[config.mk]
export PLATFORM = sky130hd
export DESIGN_NAME = btac_front
export DESIGN_NICKNAME = d
export VERILOG_FILES = /design/src/beat_time_arith_convert_defines.svh /design/src/btac_pkg.sv /design/src/btac_front.sv
export SDC_FILE = /design/constraint.sdc
export NUM_CORES = 1
export LEC_CHECK = 0
export BUFFER_PORTS_ARGS = -buffer_cell sky130_fd_sc_hd__buf_2
export CORE_AREA = 4 4 174 176
export DETAILED_ROUTE_END_ITERATION = 8
export DIE_AREA = 0 0 178 180
export GPL_TIMING_DRIVEN = 0
export PLACE_DENSITY = 0.35
export SYNTH_ARGS = -nofsm -noshare
export SYNTH_HDL_FRONTEND = slang
export SYNTH_SLANG_ARGS = --single-unit
[constraint.sdc]
create_clock -name vclk -period 6.52
set_clock_uncertainty 0.1 [all_clocks]
set_input_delay 1.304 -clock vclk [all_inputs]
set_output_delay 1.304 -clock vclk [all_outputs]
set_load 0.02 [all_outputs]
[src/beat_time_arith_convert_defines.svh]
// Assertion macros shared by the beat time arithmetic and conversion block.
`ifndef BEAT_TIME_ARITH_CONVERT_DEFINES_SVH
`define BEAT_TIME_ARITH_CONVERT_DEFINES_SVH
`ifndef SYNTHESIS
`define BTAC_ASSERT(lbl, clk, rstn, prop, msg) \
    lbl: assert property (@(posedge clk) disable iff (!rstn) prop) else $error(msg);
`define BTAC_ASSERT_ALWAYS(lbl, clk, prop, msg) \
    lbl: assert property (@(posedge clk) prop) else $error(msg);
`else
`define BTAC_ASSERT(lbl, clk, rstn, prop, msg)
`define BTAC_ASSERT_ALWAYS(lbl, clk, prop, msg)
`endif
`endif

[src/btac_pkg.sv]
// Types and constants of the beat time arithmetic and conversion block.
`default_nettype none
package btac_pkg;

    localparam int BEATS_W  = 64;
    localparam int REM_W    = 30;
    localparam int FRAMES_W = 32;
    localparam int FUNC_W   = 3;
    localparam int ORDER_W  = 2;
    localparam int TEMPO_W  = 32;
    localparam int RATE_W   = 20;
    localparam int CFG_W    = 32;
    localparam int CFG_IDX_W = 1;
    localparam int IN_DATA_W  = 224;
    localparam int OUT_DATA_W = 128;
    localparam int OUT_USER_W = 2;

    // Sequencer datapath widths
    localparam int ACC_W  = 128;
    localparam int DV_W   = 63;
    localparam int K_W    = 42;
    localparam int CNT_W  = 6;
    localparam int DIVB_STEPS = 43;
    localparam int FRM_STEPS  = 32;
    localparam int Q16_SHIFT  = 16;
    localparam int SECS_PER_MIN = 60;
    localparam logic [BEATS_W-1:0] BEAT_CAP = 64'h0000_0800_0000_0000;

    localparam logic [TEMPO_W-1:0] TEMPO_RESET = 32'd7864320;
    localparam logic [RATE_W-1:0]  RATE_RESET  = 20'd48000;

    // Configuration register indexes
    localparam logic [CFG_IDX_W-1:0] REG_TEMPO = 1'b0;
    localparam logic [CFG_IDX_W-1:0] REG_RATE  = 1'b1;

    // Function codes on the input
    localparam logic [FUNC_W-1:0] FUNC_ADD = 3'd0;
    localparam logic [FUNC_W-1:0] FUNC_SUB = 3'd1;
    localparam logic [FUNC_W-1:0] FUNC_CMP = 3'd2;
    localparam logic [FUNC_W-1:0] FUNC_T2F = 3'd3;
    localparam logic [FUNC_W-1:0] FUNC_F2T = 3'd4;

    // Compare results
    localparam logic [ORDER_W-1:0] ORD_LESS = 2'd0;
    localparam logic [ORDER_W-1:0] ORD_EQ   = 2'd1;
    localparam logic [ORDER_W-1:0] ORD_GT   = 2'd2;

    typedef enum logic [2:0] {
        OP_ADD,
        OP_SUB,
        OP_CMP,
        OP_T2F,
        OP_F2T,
        OP_NONE
    } op_t;

    typedef struct packed {
        op_t                 op;
        logic [BEATS_W-1:0]  a_beats;
        logic [REM_W-1:0]    a_rem;
        logic [BEATS_W-1:0]  b_beats;
        logic [REM_W-1:0]    b_rem;
        logic [FRAMES_W-1:0] frames;
    } item_t;

    typedef struct packed {
        logic has_item;
        logic full;
    } q_stat_t;

endpackage
`default_nettype wire

[src/btac_front.sv]
// Front end: unpacks input transfers, clamps remainders and decodes the function.
`default_nettype none
module btac_front #(
    parameter int BEAT_UNITS = 882161280
) (
    input  wire logic                            s_tvalid,
    output logic                                 s_tready,
    input  wire logic [btac_pkg::IN_DATA_W-1:0]  s_tdata,
    input  wire logic [btac_pkg::FUNC_W-1:0]     s_tuser,
    input  wire btac_pkg::q_stat_t               q_stat,
    output logic                                 push,
    output btac_pkg::item_t                      item
);

    localparam logic [31:0] BU32 = 32'(BEAT_UNITS);
    localparam logic [btac_pkg::REM_W-1:0] REM_MAX = btac_pkg::REM_W'(BEAT_UNITS - 1);

    logic [btac_pkg::REM_W-1:0] a_rem_raw;
    logic [btac_pkg::REM_W-1:0] b_rem_raw;

    assign a_rem_raw = s_tdata[93:64];
    assign b_rem_raw = s_tdata[187:158];

    // Accept while the queue has room
    assign s_tready = !q_stat.full;
    assign push     = s_tvalid && !q_stat.full;

    // Clamp out-of-range remainders and decode the function code
    always_comb begin
        item.a_beats = s_tdata[63:0];
        item.b_beats = s_tdata[157:94];
        item.frames  = s_tdata[219:188];
        item.a_rem   = (32'(a_rem_raw) >= BU32) ? REM_MAX : a_rem_raw;
        item.b_rem   = (32'(b_rem_raw) >= BU32) ? REM_MAX : b_rem_raw;
        case (s_tuser)
            btac_pkg::FUNC_ADD: item.op = btac_pkg::OP_ADD;
            btac_pkg::FUNC_SUB: item.op = btac_pkg::OP_SUB;
            btac_pkg::FUNC_CMP: item.op = btac_pkg::OP_CMP;
            btac_pkg::FUNC_T2F: item.op = btac_pkg::OP_T2F;
            btac_pkg::FUNC_F2T: item.op = btac_pkg::OP_F2T;
            default:            item.op = btac_pkg::OP_NONE;
        endcase
    end

endmodule
`default_nettype wire

After elaboration in Yosys (flattened, before gate mapping)

Cells that the tools add are included.

Bits in registers: 0
Latch bits: 0
RAM bits: 0
ROM bits: 0
Output and inout port bits: 225
Logic and storage cells: 12
Memories kept: 0

$add $sub $neg: 0
$mul: 0
Divide/modulo/power cells: 0
Magnitude comparators: 2
Eq/ne operators: 4
Shift-type cells: 0
Mux-type cells: 3
Bitwise gates (word level): 0
Reduce and logical (&&, ||, !) cells: 3

Operators with widths:

| kind                 | number |
|---|---|
| $ge 30x30->1 const B | 2 |
| $mux 30              | 2 |
| $pmux 3 s5           | 1 |
| $eq 3x2->1 const B   | 2 |
| $eq 3x1->1 const B   | 1 |
| $eq 3x3->1 const B   | 1 |
| $logic_not 3->1      | 1 |
| $logic_and 1x1->1    | 1 |
| $logic_not 1->1      | 1 |

Depth between registers and ports, before layout

Gate-level depths: netlist (run 1).

Depth after elaboration: 2
Mapped depth: 5

Worst setup path before layout (run 1)

OpenSTA, ideal clock, no wires.

Path kind: input port to output port
Start point: in s_tdata[91] (netlist name)
End point: out item[137] (netlist name)
Arrival time: 2649 ps
Required time: 5116 ps
Slack: 2467 ps
Stages: 5
Path through: nand4bb_1 -> or4_1 -> or3_4 -> buf_6 -> and3_1

RTL lines:

| item        | line             | source |
|---|---|---|
| from (decl) | btac_front.sv:8  | `input wire logic [btac_pkg::IN_DATA_W-1:0] s_tdata,` |
| to (decl)   | btac_front.sv:12 | `output btac_pkg::item_t item` |

==> flow_summary.toml, run 1 <==
[grt]
grt_max_degree = 11
grt_usage = 0.0589
overflow = 0
grt_first_pass_wirelength_um = 15000
grt_pass1_vias = 2487
antenna_found_initial = 0

[route]
drtIter0Drc = 84
dr.pass1.iters = 4
routed_wl_um = 11200
wl_per_cell_um = 12.0
route.detailed.drc = 0
antenna_left = 0
vias = 2552
viasPerCell = 2.72

[clocking]
cts_setup_buffers = 0
holdBufCountCts = 0
post_cts_resized = 0

[logic_synthesis]
ys_seq_area_frac = 0
synth_top_area_cell = "buf_4"
synth_cell_type_count = 34
yosys_warnings = 0
synthesis.nets = 494
synth_area_leaders = "buf_4, nand2b_1, and2_1"
netlist_area_mm2 = 0.00189
netlist.area_leader.share = 0.637
syn_area_per_cell_um2 = 7.15
syn_inst = 264

[die]
fp.dieH_um = 180
die_area_mm2 = 0.0320
die_x_um = 178
core_area_mm2 = 0.0286
start_util = 0.0659
io_pins = 455
rows = 62

[setup_path]
crit_path_max_fanout = 10
crit_arrival_ns = 3.21
worstSetupEndpointType = "output pin"
cp_common_cell = "buf_2"
worstPathRequired_ns = 5.12
setup.worst_path.class = "primary input to output pin"
critPathBufInv = 3
crit_chain = "buf_2 > a211o_1 > a21o_1 > a22oi_1 > clkbuf_1 > and2_1 > buf_2"
critPathLaunchType = "primary input"
cp_top_family = "compound AO/OA/AOI/OAI gates"
cp_slowest_stage_delay_ns = 0.52
slowest_stage = "a22oi_1"

[place]
globalplace.congestion = 0.783
placed_area_mm2 = 0.00382
hpwl_um = 10700
io_buffers = 290

[sta]
drv_slew = 0
fmax_mhz = 217
hold_viol = 0
setup_viol = 0
rsz0062_at_grt = "no"
period_share = 0.707
worst-slew-pin-transition_ns = 0.611
period_needed_ns = 4.61
tns_ns = 0
max-slew-margin-rel = 0.593

[final_layout]
nFillCells = 3314
nets = 786
final-seq-area_um2 = 0
drive_gt1_frac = 0.832
fin_area_mm2 = 0.00382
multi_input_area_um2 = 627
layout_common_cells = "buf_2, buf_4, nand2b_1, and2_1, nand3b_1"
seq_cells = 0
n_clock_buffer = 0
diodes = 0
layout_commonest_cell = "buf_2"
area_growth_syn_to_layout_pct = 102

[pwr]
p_leak_uw = 0.00218
p_per_area_mw_per_mm2 = 83.5
power_uw = 319
max-vdd-ir-drop_v = 0.0000173

[outcome]
status = "completed"

[hold_path]
min_path_type = "primary input to output pin"

[run]
drv_cap = 0
-- final timing paths --
check | startpoint | endpoint | slack (ns) | depth (start not counted)
setup / recovery | s_tdata[181] | item[46] | 1.91 | 7
hold / removal | s_tdata[145] | item[113] | 2.73 | 2
-- metal layers --
layer	wire, um	track usage	part of all wire
met4	48	0.00248	0.0043
met1	4340	0.0742	0.39
met2	5950	0.114	0.53
met3	890	0.00357	0.079
met5	0	0	0
-- through the flow --
step           std cells  hold WS [ns]  utilization  setup slack (ns)
2_1_floorplan        264          2.58            -              2.47
5_1_grt              938          2.73        0.133              1.73
4_1_cts              938          2.73        0.133              1.91
3_5_place_dp         938          2.73        0.133              1.92
6_report             938          2.73        0.133              1.91
3_3_place_gp         938          2.73        0.133              1.88
-- kinds of logic (layout without fill, tap and decap cells) --
| group | after synthesis | after routing | share of synthesized area |
|---|---|---|---|
| buf+inv | 173 | 463 | 0.668 |
| simple gates | 74 | 74 | 0.265 |
| compound gates | 17 | 17 | 0.0676 |
-- final cells by class --
| cell class | instances | share of cell area |
|---|---|---|
| Buffer | 170 | 0.327 |
| Timing Repair Buffer | 290 | 0.380 |
| Inverter | 3 | 0.00295 |
| Tap cell | 384 | 0.126 |
| Multi-Input combinational cell | 91 | 0.164 |
-- cell usage after synthesis --
cell / n
buf_4: 160
nand2b_1: 23
and2_1: 20
nand3b_1: 9
clkbuf_1: 7
a211o_1: 3
a21o_1: 3
inv_1: 3
nand2_1: 3
a21oi_1: 2
a31oi_1: 2
and3_2: 2
buf_2: 2
nand4bb_1: 2
nor2b_1: 2
nor3_1: 2
or2_2: 2
a2111oi_0: 1
a211oi_1: 1
a222oi_1: 1
a22oi_1: 1
and2_2: 1
and3_1: 1
buf_6: 1
nand4_1: 1
nor4b_1: 1
nor4bb_1: 1
o211ai_1: 1
o21ai_0: 1
o22a_2: 1
or3_4: 1
or4_1: 1
or4b_2: 1
or4bb_1: 1
-- where the power goes --
group	switching [uW]	total (uW)	internal, uW
Clock	0	0	0
Combinational	175	319	144
Sequential	0	0	0
Power figures use the tool's default switching activity.
==> run 2: changes to the inputs <==
- ABC_AREA: unset -> 1
- CORE_AREA: 4 4 174 176 -> 4 4 173 175
- DIE_AREA: 0 0 178 180 -> 0 0 177 179
- PLACE_DENSITY: 0.35 -> 0.38
- clock period: 6.52 -> 4.21 ns (I/O delays scaled with it)
==> flow_summary.toml, run 2 <==
[sta]
worst-slew-pin-transition_ns = 0.284
setup_viol = 0
tns_ns = 0
rsz0062_at_grt = "no"
max-slew-margin-rel = 0.810
drv_slew = 0
period_needed_ns = 3.08
period_share = 0.731
setup_ws_ns = 1.13
fmax_mhz = 325
hold_viol = 0

[place]
io_buffers = 290
hpwl_um = 11200
dp_slack_ns = 1.07
globalplace.congestion = 0.779

[hold_path]
min_path_type = "primary input to output pin"

[final_layout]
area_growth_syn_to_layout_pct = 86.6
nets = 895
final-seq-area_um2 = 0
nFillCells = 3326
n_clock_buffer = 0
layout_common_cells = "buf_2, buf_4, inv_1, nor2_1, nand2_1"
layout_commonest_cell = "buf_2"
drive_gt1_frac = 0.736
diodes = 0
multi_input_area_um2 = 722
seq_cells = 0

[logic_synthesis]
netlist.area_leader.share = 0.538
netlist_area_mm2 = 0.00223
synth.most_common_cell = "buf_4"
synthesis.nets = 603
synth_cell_type_count = 20
synth_top_area_cell = "buf_4"
syn_inst = 373
synth_area_leaders = "buf_4, inv_1, nand4_1"
ys_seq_area_frac = 0
synth_commonest_cells = "buf_4, inv_1, nor2_1, nand2_1, nand4_1"
syn_area_per_cell_um2 = 5.98
yosys_warnings = 0

[clocking]
post_cts_resized = 0
cts_setup_buffers = 0
holdBufCountCts = 0

[pwr]
p_leak_uw = 0.00260
max-vdd-ir-drop_v = 0.0000339
p_per_area_mw_per_mm2 = 126

[setup_path]
critPathLaunchType = "primary input"
setup.worst_path.class = "primary input to output pin"
slowest_stage = "nor2_1"
crit_path_max_fanout = 10
worstSetupEndpointType = "output pin"
cp_slowest_stage_delay_ns = 0.23
crit_arrival_ns = 2.14
critPathBufInv = 3
worstPathRequired_ns = 3.27
cp_top_family = "simple AND/OR/NAND/NOR gates"
crit_chain = "buf_2 > nor2_1 > nand2_1 > nand2_1 > nand2_1 > nand2_4 > buf_2 > nand4_1 > buf_2"

[run]
drv_cap = 0

[die]
fp.dieH_um = 179
core_area_mm2 = 0.0285
die_x_um = 177
rows = 62
io_pins = 455
start_util = 0.0784
die_area_mm2 = 0.0317

[route]
route.detailed.drc = 0
routed_wl_um = 11900
antenna_left = 0
drtIter0Drc = 45
viasPerCell = 2.97
vias = 3108
wl_per_cell_um = 11.4
dr.pass1.iters = 4

[grt]
overflow = 0
grt_max_degree = 11
grt_pass1_vias = 3021
grt_first_pass_wirelength_um = 15700
grt_usage = 0.0607
antenna_found_initial = 0

[outcome]
status = "completed"
## run 2: path summary, 6_finish.rpt
check,startpoint,slack (ns),end,cells past startpoint
worst max-delay path,s_tdata[81],1.13,item[132],9
worst min-delay path,s_tdata[131],1.80,item[99],2
## run 2: final cells by class
| cell class | instances | area share |
|---|---|---|
| Inverter | 63 | 0.0568 |
| Multi-Input combinational cell | 137 | 0.173 |
| Buffer | 173 | 0.306 |
| Timing Repair Buffer | 290 | 0.349 |
| Tap cell | 384 | 0.115 |
## run 2: metal layers
layer  GRT usage  up-vias  part of all wire
met1      0.0626     1313              0.33
met3      0.0116        0              0.11
met2       0.131      247              0.56
li1            -     1548                 -
met4    0.000645        0                 0
met5           0        -                 0
## run 2: per-stage QoR
stage / area (um^2) / power [uW] / utilization / hold WS (ns) / std cells
after global routing: 4160 / 564 / 0.146 / 1.81 / 1047
after floorplan: 2230 / 349 / - / 1.66 / 373
after global placement: 4160 / 534 / 0.146 / 1.80 / 1047
final: 4160 / 525 / 0.146 / 1.80 / 1047
after detailed placement: 4160 / 532 / 0.146 / 1.80 / 1047
after CTS: 4160 / 533 / 0.146 / 1.80 / 1047
## run 2: power breakdown
group          leakage, uW  switching, uW  internal [uW]
Sequential               0              0              0
Combinational      0.00260            297            227
Clock                    0              0              0
Total              0.00260            297            227
## run 2: cell families after synthesis
family / count (synthesis) / share of synthesized area
buffers and inverters: 236 / 0.676
AND/OR/NAND/NOR: 129 / 0.294
AO/OA/AOI/OAI: 8 / 0.0292
==> run 3: changes to the inputs <==
- PLACE_DENSITY: 0.38 -> 0.37
- clock period: 4.21 -> 3 ns (I/O delays scaled with it)
==> flow_summary.toml, run 3 (synthesis results as in run 2) <==
[final_layout]
n_clock_buffer = 0
drive_gt1_frac = 0.736
diodes = 0
multi_input_area_um2 = 722
nets = 895
seq_cells = 0
final-seq-area_um2 = 0
layout_common_cells = "buf_2, buf_4, inv_1, nor2_1, nand2_1"
layout_commonest_cell = "buf_2"
nFillCells = 3316
area_growth_syn_to_layout_pct = 86.6
post-route-util = 0.146

[run]
drv_cap = 0

[grt]
grt_max_degree = 11
antenna_found_initial = 0
use_met2 = 0.124
top_usage_layer = "met2"
grtUsageMet3 = 0.0114
grt_first_pass_wirelength_um = 15000
overflow = 0
grt_use_met1 = 0.0607
grt_usage = 0.0579
grt_pass1_vias = 2885

[route]
antenna_left = 0
drtIter0Drc = 50
route.detailed.drc = 0
dr.pass1.iters = 4
routed_wl_um = 11600
vias = 3062
viasPerCell = 2.92
wl_per_cell_um = 11.1

[sta]
tns_ns = 0
worst-slew-pin-transition_ns = 0.276
hold_viol = 0
setup_viol = 0
max-slew-margin-rel = 0.816
period_share = 0.850
drv_slew = 0
fmax_mhz = 392
rsz0062_at_grt = "no"
period_needed_ns = 2.55
setup_ws_ns = 0.451

[clocking]
holdBufCountCts = 0
cts_setup_buffers = 0
post_cts_resized = 0

[die]
io_pins = 455
fp.dieH_um = 179
rows = 62
die_area_mm2 = 0.0317
die_x_um = 177
core_area_mm2 = 0.0285
start_util = 0.0784

[setup_path]
slowest_stage = "buf_2"
cp_common_cell = "buf_2"
worstSetupEndpointType = "output pin"
cp_slowest_stage_delay_ns = 0.28
setup.worst_path.class = "primary input to output pin"
crit_arrival_ns = 1.85
critPathLaunchType = "primary input"
cp_top_family = "buffers and inverters"
critPathBufInv = 3
crit_chain = "buf_2 > nand2_1 > nor2_1 > a21oi_4 > buf_2 > nand4_1 > buf_2"
worstPathRequired_ns = 2.30
crit_path_max_fanout = 10

[outcome]
status = "completed"

[pwr]
max-vdd-ir-drop_v = 0.0000496
p_per_area_mw_per_mm2 = 176
p_leak_uw = 0.00260

[hold_path]
min_path_type = "primary input to output pin"

[place]
dp_slack_ns = 0.426
globalplace.congestion = 0.743
hpwl_um = 11000
io_buffers = 290
run 3: cell type report:
type | instances | share of cell area
Timing Repair Buffer | 290 | 0.349
Buffer | 173 | 0.306
Multi-Input combinational cell | 137 | 0.173
Tap cell | 384 | 0.115
Inverter | 63 | 0.0568
run 3: metrics by stage:
stage               instances  hold WS, ns  total power (uW)  area [um^2]
floorplan                 373         1.18               490         2230
global placement         1047         1.32               747         4160
detailed placement       1047         1.32               744         4160
CTS                      1047         1.32               746         4160
global route             1047         1.32               787         4160
finish                   1047         1.32               734         4160
run 3: worst paths after layout:
path	cells past startpoint	endpoint	slack, ns	from
min	2	item[91]	1.32	s_tdata[123]
max	7	item[52]	0.45	s_tdata[186]
run 3: metal layers:
metal | wire (um) | share of wire
met5 | 0 | 0
met4 | 0 | 0
met3 | 1370 | 0.12
met2 | 6510 | 0.56
met1 | 3730 | 0.32
run 3: report_power, final:
part           switching (uW)  total [uW]  internal [uW]
clock                       0           0              0
sequential                  0           0              0
combinational             415         734            319
total                     415         734            319
