<file path="config.mk">
export PLATFORM = sky130hd
export DESIGN_NAME = btac_queue
export DESIGN_NICKNAME = d
export VERILOG_FILES = /design/src/beat_time_arith_convert_defines.svh /design/src/btac_pkg.sv /design/src/btac_queue.sv
export SDC_FILE = /design/constraint.sdc
export NUM_CORES = 1
export LEC_CHECK = 0
export BUFFER_PORTS_ARGS = -buffer_cell sky130_fd_sc_hd__buf_2
export CAP_MARGIN = 5
export CORE_AREA = 2 2 365 367
export CTS_CLUSTER_SIZE = 25
export DETAILED_ROUTE_END_ITERATION = 8
export DIE_AREA = 0 0 367 369
export PLACE_DENSITY = 0.38
export SETUP_SLACK_MARGIN = 0.15
export SYNTH_ARGS = -nofsm -noshare
export SYNTH_HDL_FRONTEND = slang
export SYNTH_SLANG_ARGS = --single-unit
</file>
<file path="constraint.sdc">
create_clock -name aclk -period 12.15 [get_ports aclk]
set_clock_uncertainty 0.1 [all_clocks]
set_input_delay 1.215 -clock aclk [delete_from_list [all_inputs] [get_ports aclk]]
set_output_delay 1.215 -clock aclk [all_outputs]
set_load 0.01 [all_outputs]
</file>
<file path="src/beat_time_arith_convert_defines.svh">
// Assertion macros shared by the beat time arithmetic and conversion block.
`ifndef BEAT_TIME_ARITH_CONVERT_DEFINES_SVH
`define BEAT_TIME_ARITH_CONVERT_DEFINES_SVH
`ifndef SYNTHESIS
`define BTAC_ASSERT(lbl, clk, rstn, prop, msg) \
    lbl: assert property (@(posedge clk) disable iff (!rstn) prop) else $error(msg);
`define BTAC_ASSERT_ALWAYS(lbl, clk, prop, msg) \
    lbl: assert property (@(posedge clk) prop) else $error(msg);
`else
`define BTAC_ASSERT(lbl, clk, rstn, prop, msg)
`define BTAC_ASSERT_ALWAYS(lbl, clk, prop, msg)
`endif
`endif

</file>
<file path="src/btac_pkg.sv">
// Types and constants of the beat time arithmetic and conversion block.
`default_nettype none
package btac_pkg;

    localparam int BEATS_W  = 64;
    localparam int REM_W    = 30;
    localparam int FRAMES_W = 32;
    localparam int FUNC_W   = 3;
    localparam int ORDER_W  = 2;
    localparam int TEMPO_W  = 32;
    localparam int RATE_W   = 20;
    localparam int CFG_W    = 32;
    localparam int CFG_IDX_W = 1;
    localparam int IN_DATA_W  = 224;
    localparam int OUT_DATA_W = 128;
    localparam int OUT_USER_W = 2;

    // Sequencer datapath widths
    localparam int ACC_W  = 128;
    localparam int DV_W   = 63;
    localparam int K_W    = 42;
    localparam int CNT_W  = 6;
    localparam int DIVB_STEPS = 43;
    localparam int FRM_STEPS  = 32;
    localparam int Q16_SHIFT  = 16;
    localparam int SECS_PER_MIN = 60;
    localparam logic [BEATS_W-1:0] BEAT_CAP = 64'h0000_0800_0000_0000;

    localparam logic [TEMPO_W-1:0] TEMPO_RESET = 32'd7864320;
    localparam logic [RATE_W-1:0]  RATE_RESET  = 20'd48000;

    // Configuration register indexes
    localparam logic [CFG_IDX_W-1:0] REG_TEMPO = 1'b0;
    localparam logic [CFG_IDX_W-1:0] REG_RATE  = 1'b1;

    // Function codes on the input
    localparam logic [FUNC_W-1:0] FUNC_ADD = 3'd0;
    localparam logic [FUNC_W-1:0] FUNC_SUB = 3'd1;
    localparam logic [FUNC_W-1:0] FUNC_CMP = 3'd2;
    localparam logic [FUNC_W-1:0] FUNC_T2F = 3'd3;
    localparam logic [FUNC_W-1:0] FUNC_F2T = 3'd4;

    // Compare results
    localparam logic [ORDER_W-1:0] ORD_LESS = 2'd0;
    localparam logic [ORDER_W-1:0] ORD_EQ   = 2'd1;
    localparam logic [ORDER_W-1:0] ORD_GT   = 2'd2;

    typedef enum logic [2:0] {
        OP_ADD,
        OP_SUB,
        OP_CMP,
        OP_T2F,
        OP_F2T,
        OP_NONE
    } op_t;

    typedef struct packed {
        op_t                 op;
        logic [BEATS_W-1:0]  a_beats;
        logic [REM_W-1:0]    a_rem;
        logic [BEATS_W-1:0]  b_beats;
        logic [REM_W-1:0]    b_rem;
        logic [FRAMES_W-1:0] frames;
    } item_t;

    typedef struct packed {
        logic has_item;
        logic full;
    } q_stat_t;

endpackage
`default_nettype wire

</file>
<file path="src/btac_queue.sv">
// Short item queue between the front end and the execution back end.
`default_nettype none
module btac_queue (
    input  wire logic            aclk,
    input  wire logic            aresetn,
    input  wire logic            push,
    input  wire btac_pkg::item_t din,
    input  wire logic            pop,
    output btac_pkg::item_t      dout,
    output btac_pkg::q_stat_t    stat
);

    localparam int DEPTH = 4;
    localparam int PTR_W = $clog2(DEPTH);

    btac_pkg::item_t  entry_reg [DEPTH];
    logic [PTR_W-1:0] wr_ptr_reg, wr_ptr_next;
    logic [PTR_W-1:0] rd_ptr_reg, rd_ptr_next;
    logic [PTR_W:0]   count_reg, count_next;

    assign dout          = entry_reg[rd_ptr_reg];
    assign stat.has_item = (count_reg != '0);
    assign stat.full     = (count_reg == (PTR_W + 1)'(DEPTH));

    // Advance pointers and occupancy
    always_comb begin
        wr_ptr_next = push ? wr_ptr_reg + 1'b1 : wr_ptr_reg;
        rd_ptr_next = pop ? rd_ptr_reg + 1'b1 : rd_ptr_reg;
        count_next  = count_reg;
        if (push && !pop) begin
            count_next = count_reg + 1'b1;
        end else if (pop && !push) begin
            count_next = count_reg - 1'b1;
        end
    end

    always_ff @(posedge aclk) begin
        if (!aresetn) begin
            wr_ptr_reg <= '0;
            rd_ptr_reg <= '0;
            count_reg  <= '0;
        end else begin
            wr_ptr_reg <= wr_ptr_next;
            rd_ptr_reg <= rd_ptr_next;
            count_reg  <= count_next;
        end
    end

    // Store pushed items
    always_ff @(posedge aclk) begin
        if (push) begin
            entry_reg[wr_ptr_reg] <= din;
        end
    end

endmodule
`default_nettype wire

</file>
* Yosys cells after proc, flatten, opt, wreduce, memory -nomap -nowiden *
Memory sizes are Yosys's and may differ from the RTL's. A register that Yosys moved wholly into a read port is not among the register bits.
Index checks and enable logic that the tools add are counted.

storage, ports and cells
  bits in registers = 7
  bits in latches = 0
  memory bits (writable) = 892
  memory bits (read-only) = 0
  output and inout port bits = 225
  word-level logic and storage cells = 21
  memories kept = 1

memories
  name       words  width  read ports  clocked after memory_dff  wr ports  line              text
  entry_reg  4      223    1           1                         1         btac_queue.sv:16  btac_pkg::item_t entry_reg [DEPTH];

operators by class
  add/sub/neg operators = 4
  multipliers = 0
  divide/modulo/power cells = 0
  order comparisons = 0
  eq/ne operators = 1
  shift operators = 0
  multiplexer cells = 6
  bitwise operators = 0
  reduce and logical (&&, ||, !) cells = 6

operators with widths
  cell                                              number
  2-to-1 mux 3 bit                                  2
  adder 2 x 1 -> 2 bit, second input constant       2
  2-to-1 mux 2 bit                                  2
  adder 3 x 1 -> 3 bit, second input constant       1
  equality test 3 bit, second input constant        1
  nonzero test 3 bit                                1
  subtractor 3 x 1 -> 3 bit, second input constant  1
  logical AND 1 bit                                 2
  zero test 1 bit                                   2
  2-to-1 mux 1 bit                                  2
  nonzero test 2 bit                                1

* Depth between registers and ports, before layout *
Gate-level depths: netlist of run 1.

  depth in word-level cells = 4
  mapped depth = 7

* Least setup slack after synthesis of run 1 *
No wires, ideal clock.

  path type = input-to-reg
  from = input push
  to = memory entry_reg[0][0] (netlist name), enable pin
  library setup time = 0.611 ns
  data arrival time = 6.265 ns
  setup slack = 5.174 ns
  stages on the path = 1
  buffers on the path = 0
  cell sequence = and2_1

between the ends
  cells in the longest elaborated chain, start to end = 2

ends and longest elaborated chain
  what                                    line              text
  start, declared                         btac_queue.sv:6   input wire logic push,
  2-to-1 mux 1 bit                        btac_queue.sv:51  if (push) begin
  2-to-1 mux 1 bit (not written as such)  btac_queue.sv:52  entry_reg[wr_ptr_reg] <= din;
  end, declared                           btac_queue.sv:16

No other way between the ends.

==> results.toml, run 1 <==
[outcome]
status = "completed"

[synthesis]
synth_top_cells_by_count = "edfxtp_1, mux4_2, buf_2, mux4_1, buf_6"
seq_area_frac_synth_pct = 82.4
yosys.area.top_type_share_pct = 81.9
ys_top_cells_by_area = "edfxtp_1, mux4_2, mux4_1"
yosys_warnings = 0
synthFlopType = "edfxtp_1"
async_flop_share_pct = 0
yosys.area.top_type = "edfxtp_1"
syn_nets = 1441
avgSynthCellArea_um2 = 27.1
synth_edf_count = 892
synth_cells = 1208
mappedNetlistArea_um2 = 32700
ys_types = 21
synth-seq-cells = 901
synth.most_common_cell = "edfxtp_1"

[routing]
wl_met1_um = 30800
antenna_left = 0
routed_wl_um = 76000
routedWlPerCell_um = 21.3
drc = 0
route.met3.wl_um = 7000
route.met2.wl_um = 35900
via_per_inst = 4.09
vias = 14600
drt-initial-drc-count = 909
dr.pass1.iters = 4
routed.top_layer = "met5"

[flow_run]
cap_violations = 0

[critical_path]
crit_fanout = 89
r2r-start = "wr_ptr_reg[0]"
startpoint_type = "flop"
r2r_end = "entry_reg[0][130]"
critPathRequiredTime_ns = 10.84
arrival_ns = 3.39
critical_path_class = "flop to output port"
worstSetupEndpointType = "output port"
r2r_cells = 5
r2r_setup_slack_ns = 8.82

[sta]
slew_headroom_pct = 27.2
finalWorstSetupSlack_ns = 7.45
worst_slew_pin_slew_ns = 1.09
finalCritPeriodShare_pct = 38.7
grt_setup_unrepaired = "no"
finalCriticalPeriod_ns = 4.70
fmax_mhz = 213
whs_ns = 0.419
report.final.slew_viol_count = 0
hold_viol = 0
setup_tns_ns = 0
setup_violations = 0

[layout]
largest_reg_flops = 892
multi_input_area_um2 = 5370
stdcell_area_um2 = 40000
fin_nets = 1963
syn2layout_area_growth_pct = 22.4
register_area_um2 = 27000
fillers = 12800
layout-drive-gt1-share_pct = 44.4

[hold_path]
worstHoldPathCells = 2
hold_class = "flop to flop"
holdPathEnd = "count_reg[2]"
worstHoldStart = "count_reg[2]"

[grt]
grt_antenna_before_repair = 32
grt_max_degree = 126
track_usage_pct = 11.2
overflow = 0
grt_pass1_vias = 15900
grt_pass1_wl_um = 111000

[floorplan]
ios = 452
die_h_um = 369
core_um2 = 131000
dieWidth_um = 367
fp-row-count = 133
die_area_um2 = 135000
start_util_pct = 25.0

[placement]
dp_hpwl_um = 44700
place_ws_ns = 7.82
gp_congestion = 0.684
placed_cell_area_um2 = 37000
io_buffers = 451

[clock_tree]
cts_setup_buffers = 0
h-tree-depth = 3
path_clk_slew_ns = 0.06
insertion_delay_ns = 0.69
cts_buffer_depth = 3
hold_buffers = 0
cts_tree = "yes"
cts_root_buf = "clkbuf_16"
cts_made_buffers = 99
cts_resized = 0
clock_sinks = 901

[pwr]
power.leakage_uw = 0.0131
ir_worst_vdd_mv = 0.108
pwr_density_cell_nw_per_um2 = 177
cell families (layout without fill, tap and decap cells):
group | Yosys count | after routing | share of synthesized area (%)
AOI/OAI and AO/OA | 2 | 2 | 0.0382
buffers and inverters | 54 | 655 | 1.19
DFF | 901 | 901 | 82.4
and+or+nand+nor | 15 | 15 | 0.283
other | 0 | 6 | 0
adders and majority gates | 6 | 6 | 0.252
xor gates and xnor gates | 5 | 5 | 0.134
muxes | 225 | 225 | 15.7
cells in the final DEF (no fill, tap or decap), drive strengths merged:
master    Yosys  final
edfxtp      892    892
xor2          3      3
diode         0      6
buf          44    471
inv           4      5
o21ai         1      1
nand2         1      1
a21boi        1      1
nor3b         1      1
xnor2         2      2
bufinv        0      4
fa            1      1
clkbuf        6    129
or3           2      2
nor2b         2      2
dfxtp         9      9
clkinvlp      0      2
ha            5      5
clkinv        0     44
mux4        223    223
and2          9      9
mux2i         2      2
power by group:
part / leakage (µW) / switching, µW / internal, µW / total, µW
sequential: 0.00827 / 42.2 / 3580 / 3620
clock: 0.00148 / 1170 / 1630 / 2800
combinational: 0.00333 / 374 / 282 / 656
stage by stage:
step           total power [µW]  std cells  utilization [%]
4_1_cts                    7230       3564             30.5
3_5_place_dp               4370       3384             28.2
5_1_grt                    7380       3564             30.5
2_1_floorplan              4070       1208                -
3_3_place_gp               4360       3384             28.2
6_report                   7070       3570             30.5
per-layer routing:
layer  GRT usage [%]  vias to the layer above
met3            5.06                      153
met1            13.5                     7606
li1                -                     6354
met2            17.6                      419
met5               0                        -
met4            3.89                       52
worst max-delay path, cell delays in order, from the launching register on:
cell	delay (ns)
dfxtp_4	0.91
buf_12	0.52
mux4_1	0.72
buf_2	0.17
worst max-delay path by stage:
stage | from | end | slack, ns | cells after the start
global placement | push | entry_reg[0][132] | 7.81 | 4
global route | flop | dout[175] | 7.10 | 3
CTS | flop | dout[175] | 7.24 | 3
floorplan | push | entry_reg[0][0] | 5.17 | 1
detailed placement | push | entry_reg[3][145] | 7.82 | 4
finish | flop | dout[140] | 7.45 | 3
area by class of cell:
cell class                      count  area share (%)
Antenna cell                        6          0.0375
Multi-Input combinational cell    253            13.4
Clock inverter                     51           0.819
Sequential cell                   901            67.4
Timing Repair Buffer              471            6.11
Inverter                            4          0.0375
Tap cell                         1755            5.48
Clock buffer                      129            6.73
(Power assumes the default switching activity.)
==> run 2, diff against run 1 <==
==> constraint.sdc (replaced) <==
create_clock -name aclk -period 4.76 [get_ports aclk]
set_clock_uncertainty 0.1 [all_clocks]
set_input_delay 0.476 -clock aclk [delete_from_list [all_inputs] [get_ports aclk]]
set_output_delay 0.476 -clock aclk [all_outputs]
set_load 0.01 [all_outputs]
==> run 2 against run 1 <==
Total power rose to 2.6 times the previous value. Largest cell class unchanged. Setup slack got worse by 6.1 ns. Register-to-register slack lost 6.5 ns. Sequential share of layout area is 4.3 points lower. Critical path depth is the same.
==> results.toml, run 2 (synthesis results as in run 1) <==
[grt]
grt_antenna_before_repair = 11
grt_pass1_vias = 17400
grt_pass1_wl_um = 119000
track_usage_pct = 11.9
grt_max_degree = 67
overflow = 0

[sta]
finalCriticalPeriod_ns = 3.46
finalCritPeriodShare_pct = 72.6
setup_violations = 0
fmax_mhz = 289
hold_viol = 0
slew_headroom_pct = 22.6
worst_slew_pin_slew_ns = 1.16
setup_tns_ns = 0
report.final.slew_viol_count = 0
grt_setup_unrepaired = "no"

[layout]
fillers = 12800
register_area_um2 = 27000
fin_nets = 2224
layout_commonest_cell = "edfxtp_1"
layout-drive-gt1-share_pct = 40.4
layout_common_cells = "edfxtp_1, buf_2, dlygate4sd3_1"
multi_input_area_um2 = 5370
stdcell_area_um2 = 42800
largest_reg_flops = 892
syn2layout_area_growth_pct = 30.7

[clock_tree]
path_clk_slew_ns = 0.05
cts_tree = "yes"
cts_root_buf = "clkbuf_16"
clock_sinks = 901
insertion_delay_ns = 0.68
cts_buffer_depth = 3
cts_made_buffers = 102
h-tree-depth = 3

[placement]
io_buffers = 451
gp_congestion = 0.695
dp_hpwl_um = 50600
placed_cell_area_um2 = 37400

[routing]
drt-initial-drc-count = 1011
via_per_inst = 4.12
routedWlPerCell_um = 21.2
dr.pass1.iters = 6
vias = 15800
antenna_left = 0
drc = 0
routed_wl_um = 81100

[floorplan]
die_area_um2 = 135000
fp-row-count = 133
start_util_pct = 25.0
core_um2 = 131000
ios = 452
dieWidth_um = 367
die_h_um = 369

[pwr]
power.leakage_uw = 0.0143
ir_worst_vdd_mv = 0.246
pwr_density_cell_nw_per_um2 = 431

[critical_path]
startpoint_type = "flop"
crit_fanout = 39
critPathRequiredTime_ns = 4.18
worstSetupEndpointType = "output port"
arrival_ns = 2.88
critical_path_class = "flop to output port"

[outcome]
status = "completed"

[hold_path]
hold_class = "input pin to flop"

[flow_run]
cap_violations = 0
[run 2: changes by cell type in the layout (fill, tap and decap cells not counted), moves of 2 or more]
cell,delta
clkinvlp_4,-2
dlygate4sd3_1,+225
clkbuf_8,-2
buf_4,+20
clkinv_2,-2
buf_12,+13
clkinv_1,+2
inv_6,+3
[run 2: final timing paths]
kind | end | cells past startpoint | from | slack (ns)
worst max-delay path | dout[140] | 3 | flop | 1.30
worst min-delay path | wr_ptr_reg[1] | 3 | push | 0.14
worst max register to register | entry_reg[3][57] | 3 | wr_ptr_reg[0] | 2.37
worst min register to register | count_reg[2] | 2 | count_reg[2] | 0.47
[run 2: final cells by class]
cell class              instances  area share (%)
clock buffers                 129            6.31
inverters                       4          0.0351
clock inverters                54           0.895
flip-flops and latches        901            63.1
well taps                    1755            5.14
repair buffers                729            11.9
diodes                          5          0.0293
multi-input cells             253            12.6
[run 2: critical path, stage by stage, from the launching register on]
cell     delay (ns)
dfxtp_4        0.87
buf_12         0.37
mux4_1         0.66
buf_2          0.17
[run 2: through the flow]
| stage | std cells | power [µW] | utilization, % | setup slack, ns | hold slack (ns) |
|---|---|---|---|---|---|
| floorplan | 1208 | 10400 | - | 0.950 | 0.367 |
| global placement | 3417 | 11200 | 28.5 | 1.94 | 0.384 |
| detailed placement | 3417 | 11200 | 28.5 | 1.93 | 0.467 |
| CTS | 3825 | 18800 | 32.6 | 1.13 | 0.0344 |
| global route | 3827 | 19200 | 32.6 | 1.07 | 0.0853 |
| finish | 3830 | 18400 | 32.6 | 1.30 | 0.138 |
[run 2: timing repair]
action                                 in CTS  in global routing
endpoints found under the hold margin     901                  0
setup buffers                               0                  0
hold buffers                              225                  0
resized for setup                           0                  0
[run 2: per-layer routing]
layer,routed length [µm],up-vias,track usage [%]
met5,92,-,0
met4,1730,14,3.37
met3,5650,126,4.22
met2,37400,418,18.5
met1,36200,8334,15.7
li1,-,6875,-
[run 2: power by group]
| part | total, µW | switching, µW | internal (µW) | leakage [µW] |
|---|---|---|---|---|
| clock network | 7290 | 3050 | 4240 | 0.00151 |
| logic | 1910 | 1030 | 885 | 0.00449 |
| registers | 9230 | 110 | 9120 | 0.00827 |
==> run 3, diff against run 2 <==
--- a/config.mk
+++ b/config.mk
@@ -5,12 +5,13 @@
 export SDC_FILE = /design/constraint.sdc
 export NUM_CORES = 1
 export LEC_CHECK = 0
+export ABC_AREA = 1
 export BUFFER_PORTS_ARGS = -buffer_cell sky130_fd_sc_hd__buf_2
 export CAP_MARGIN = 5
-export CORE_AREA = 2 2 365 367
+export CORE_AREA = 2 2 368 370
 export CTS_CLUSTER_SIZE = 25
 export DETAILED_ROUTE_END_ITERATION = 8
-export DIE_AREA = 0 0 367 369
+export DIE_AREA = 0 0 370 372
 export PLACE_DENSITY = 0.38
 export SETUP_SLACK_MARGIN = 0.15
 export SYNTH_ARGS = -nofsm -noshare
==> constraint.sdc (replaced) <==
create_clock -name aclk -period 3.55 [get_ports aclk]
set_clock_uncertainty 0.1 [all_clocks]
set_input_delay 0.355 -clock aclk [delete_from_list [all_inputs] [get_ports aclk]]
set_output_delay 0.355 -clock aclk [all_outputs]
set_load 0.01 [all_outputs]
==> run 3 against run 2 <==
Synthesized area grew 1.5%. Critical path type unchanged. Largest power group unchanged. Sequential power grew 33%. Largest cell class unchanged. Register-to-register slack lost 1.2 ns. Hold slack gained 0.16 ns. Global-route usage grew 1.7 points.
==> results.toml, run 3 <==
[grt]
track_usage_pct = 13.6
grt_max_degree = 116
grt_antenna_before_repair = 9
grt_pass1_vias = 21800
use_met1_pct = 17.0
grt_pass1_wl_um = 140000
grt-busiest-layer = "met2"
grt_use_met2_pct = 23.0
grt_util_met3_pct = 3.41
overflow = 0

[sta]
finalCritPeriodShare_pct = 87.2
report.final.slew_viol_count = 0
slew_headroom_pct = 36.6
hold_viol = 0
setup_violations = 0
worst_slew_pin_slew_ns = 0.952
fmax_mhz = 323
finalCriticalPeriod_ns = 3.09
grt_setup_unrepaired = "no"

[floorplan]
ios = 452
die_area_um2 = 138000
dieWidth_um = 370
start_util_pct = 24.7
die_h_um = 372
core_um2 = 134000
fp-row-count = 135

[critical_path]
crit_fanout = 94
worstSetupEndpointType = "output port"
cp_num_buf_inv = 3
startpoint_type = "flop"
cp_slowest_cell = "dfxtp_4"
crit_path_max_incr_delay_ns = 0.45
cpLargestDelayFamily = "buffers and inverters"
crit_path_cell_trace = "inv_8 > buf_12 > o21ai_0 > o22ai_1 > buf_2"
arrival_ns = 2.64
critPathRequiredTime_ns = 3.09
critical_path_class = "flop to output port"

[placement]
gp_congestion = 0.719
dp_hpwl_um = 56700
placed_cells = 4365
io_buffers = 451

[synthesis]
synthFlopType = "edfxtp_1"
ys_top_cells_by_area = "edfxtp_1, o21ai_0, nor2_1"
yosys.area.top_type_share_pct = 80.6
yosys_warnings = 0
syn_nets = 2448
async_flop_share_pct = 0
avgSynthCellArea_um2 = 15.0
synth_cells = 2215
synth.most_common_cell = "edfxtp_1"
mappedNetlistArea_um2 = 33200
ys_types = 18
synth-seq-cells = 901
yosys.area.top_type = "edfxtp_1"
synth_edf_count = 892
seq_area_frac_synth_pct = 81.2
synth_top_cells_by_count = "edfxtp_1, nor2_1, o21ai_0, o22ai_1, buf_2"

[outcome]
status = "completed"

[layout]
syn2layout_area_growth_pct = 31.1
largest_reg_flops = 892
fillers = 13200
fin_nets = 3148
stdcell_count = 4784
layout_commonest_cell = "edfxtp_1"
layout-drive-gt1-share_pct = 22.7
layout_common_cells = "edfxtp_1, nor2_1, o21ai_0"

[routing]
via_per_inst = 4.39
vias = 21000
routedWlPerCell_um = 20.0
drt-initial-drc-count = 1162
routed_wl_um = 95900
antenna_left = 0
dr.pass1.iters = 4
drc = 0

[pwr]
power_frac_clock_pct = 40.9
finalPower_uw = 25000
pwr_density_cell_nw_per_um2 = 574
cellInternalPower_uw = 19000
seq_power_share_pct = 49.1
p_switching_uw = 5970
swShare_pct = 23.9
ir_worst_vdd_mv = 0.398
power.leakage_uw = 0.0149
pwr-share-comb_pct = 10.0

[clock_tree]
h-tree-depth = 3
insertion_delay_ns = 0.70
cts_tree = "yes"
cts_buffer_depth = 3
clock_sinks = 901
path_clk_slew_ns = 0.06
cts_made_buffers = 103
cts_root_buf = "clkbuf_16"

[flow_run]
cap_violations = 0

[hold_path]
hold_class = "input pin to flop"
-- run 3: changes by cell type in the layout (fill, tap and decap cells not counted), moves of 19 or more --
cell | before | now
buf_12 | 16 | 35
mux4_1 | 24 | 0
mux4_2 | 199 | 0
nor2_1 | 0 | 452
o21ai_0 | 1 | 452
o22ai_1 | 0 | 223
-- run 3: cell families (layout without fill, tap and decap cells) --
kind of cell | after synthesis | count (layout) | share of synthesized area [%]
compound gates | 679 | 679 | 11.1
flops | 901 | 901 | 81.2
other cells | 0 | 4 | 0
buf+inv | 164 | 948 | 2.23
simple gates | 465 | 465 | 5.27
fa+ha+maj | 6 | 6 | 0.249
-- run 3: path summary, 6_finish.rpt --
| path | from | end | slack [ns] | cells after the start |
|---|---|---|---|---|
| min reg2reg | wr_ptr_reg[1] | wr_ptr_reg[1] | 0.41 | 2 |
| max reg2reg | wr_ptr_reg[0] | entry_reg[2][217] | 1.18 | 5 |
| max | flop | dout[78] | 0.46 | 5 |
| min | din[40] | entry_reg[2][40] | 0.30 | 2 |
-- run 3: per-layer routing --
metal	share of wire, %	vias to the layer above
met1	43	10600
met5	0.065	-
met4	2.2	10
met3	5.5	126
met2	49	415
li1	-	9831
-- run 3: area by class of cell --
cell class              count  area, µm²  area share [%]
flip-flops and latches    901      27000            62.0
multi-input cells        1150       5530            12.7
repair buffers            742       5450            12.5
clock buffers             132       2750            6.32
well taps                1781       2230            5.12
clock inverters            57        517            1.19
inverters                  17       91.3           0.210
diodes                      4       10.0          0.0230
-- run 3: power groups by stage --
| stage | registers, µW | logic, µW | clock network [µW] |
|---|---|---|---|
| after floorplan | 12500 | 1110 | 0 |
| after global placement | 12500 | 2320 | 0 |
| after detailed placement | 12500 | 2370 | 0 |
| after CTS | 12300 | 2600 | 10600 |
| after global routing | 12300 | 2770 | 11000 |
| final | 12300 | 2500 | 10200 |
-- run 3: through the flow --
| stage | setup TNS, ns | utilization (%) | setup slack [ns] | hold WS, ns | instance area, µm² |
|---|---|---|---|---|---|
| 6_report | 0 | 32.4 | 0.455 | 0.303 | 43500 |
| 5_1_grt | 0 | 32.4 | 0.194 | 0.250 | 43500 |
| 4_1_cts | 0 | 32.4 | 0.273 | 0.213 | 43500 |
| 3_5_place_dp | 0 | 28.3 | 1.06 | 0.404 | 38000 |
| 3_3_place_gp | 0 | 28.3 | 1.09 | 0.370 | 38000 |
| 2_1_floorplan | -773.71 | - | -0.877 | 0.312 | 33300 |
-- run 3: timing repair --
action | 4_1_cts | 5_1_grt
endpoints found under the hold margin | 901 | 0
resized for setup | 0 | 0
hold buffers | 226 | 0
buffers inserted | 0 | 0
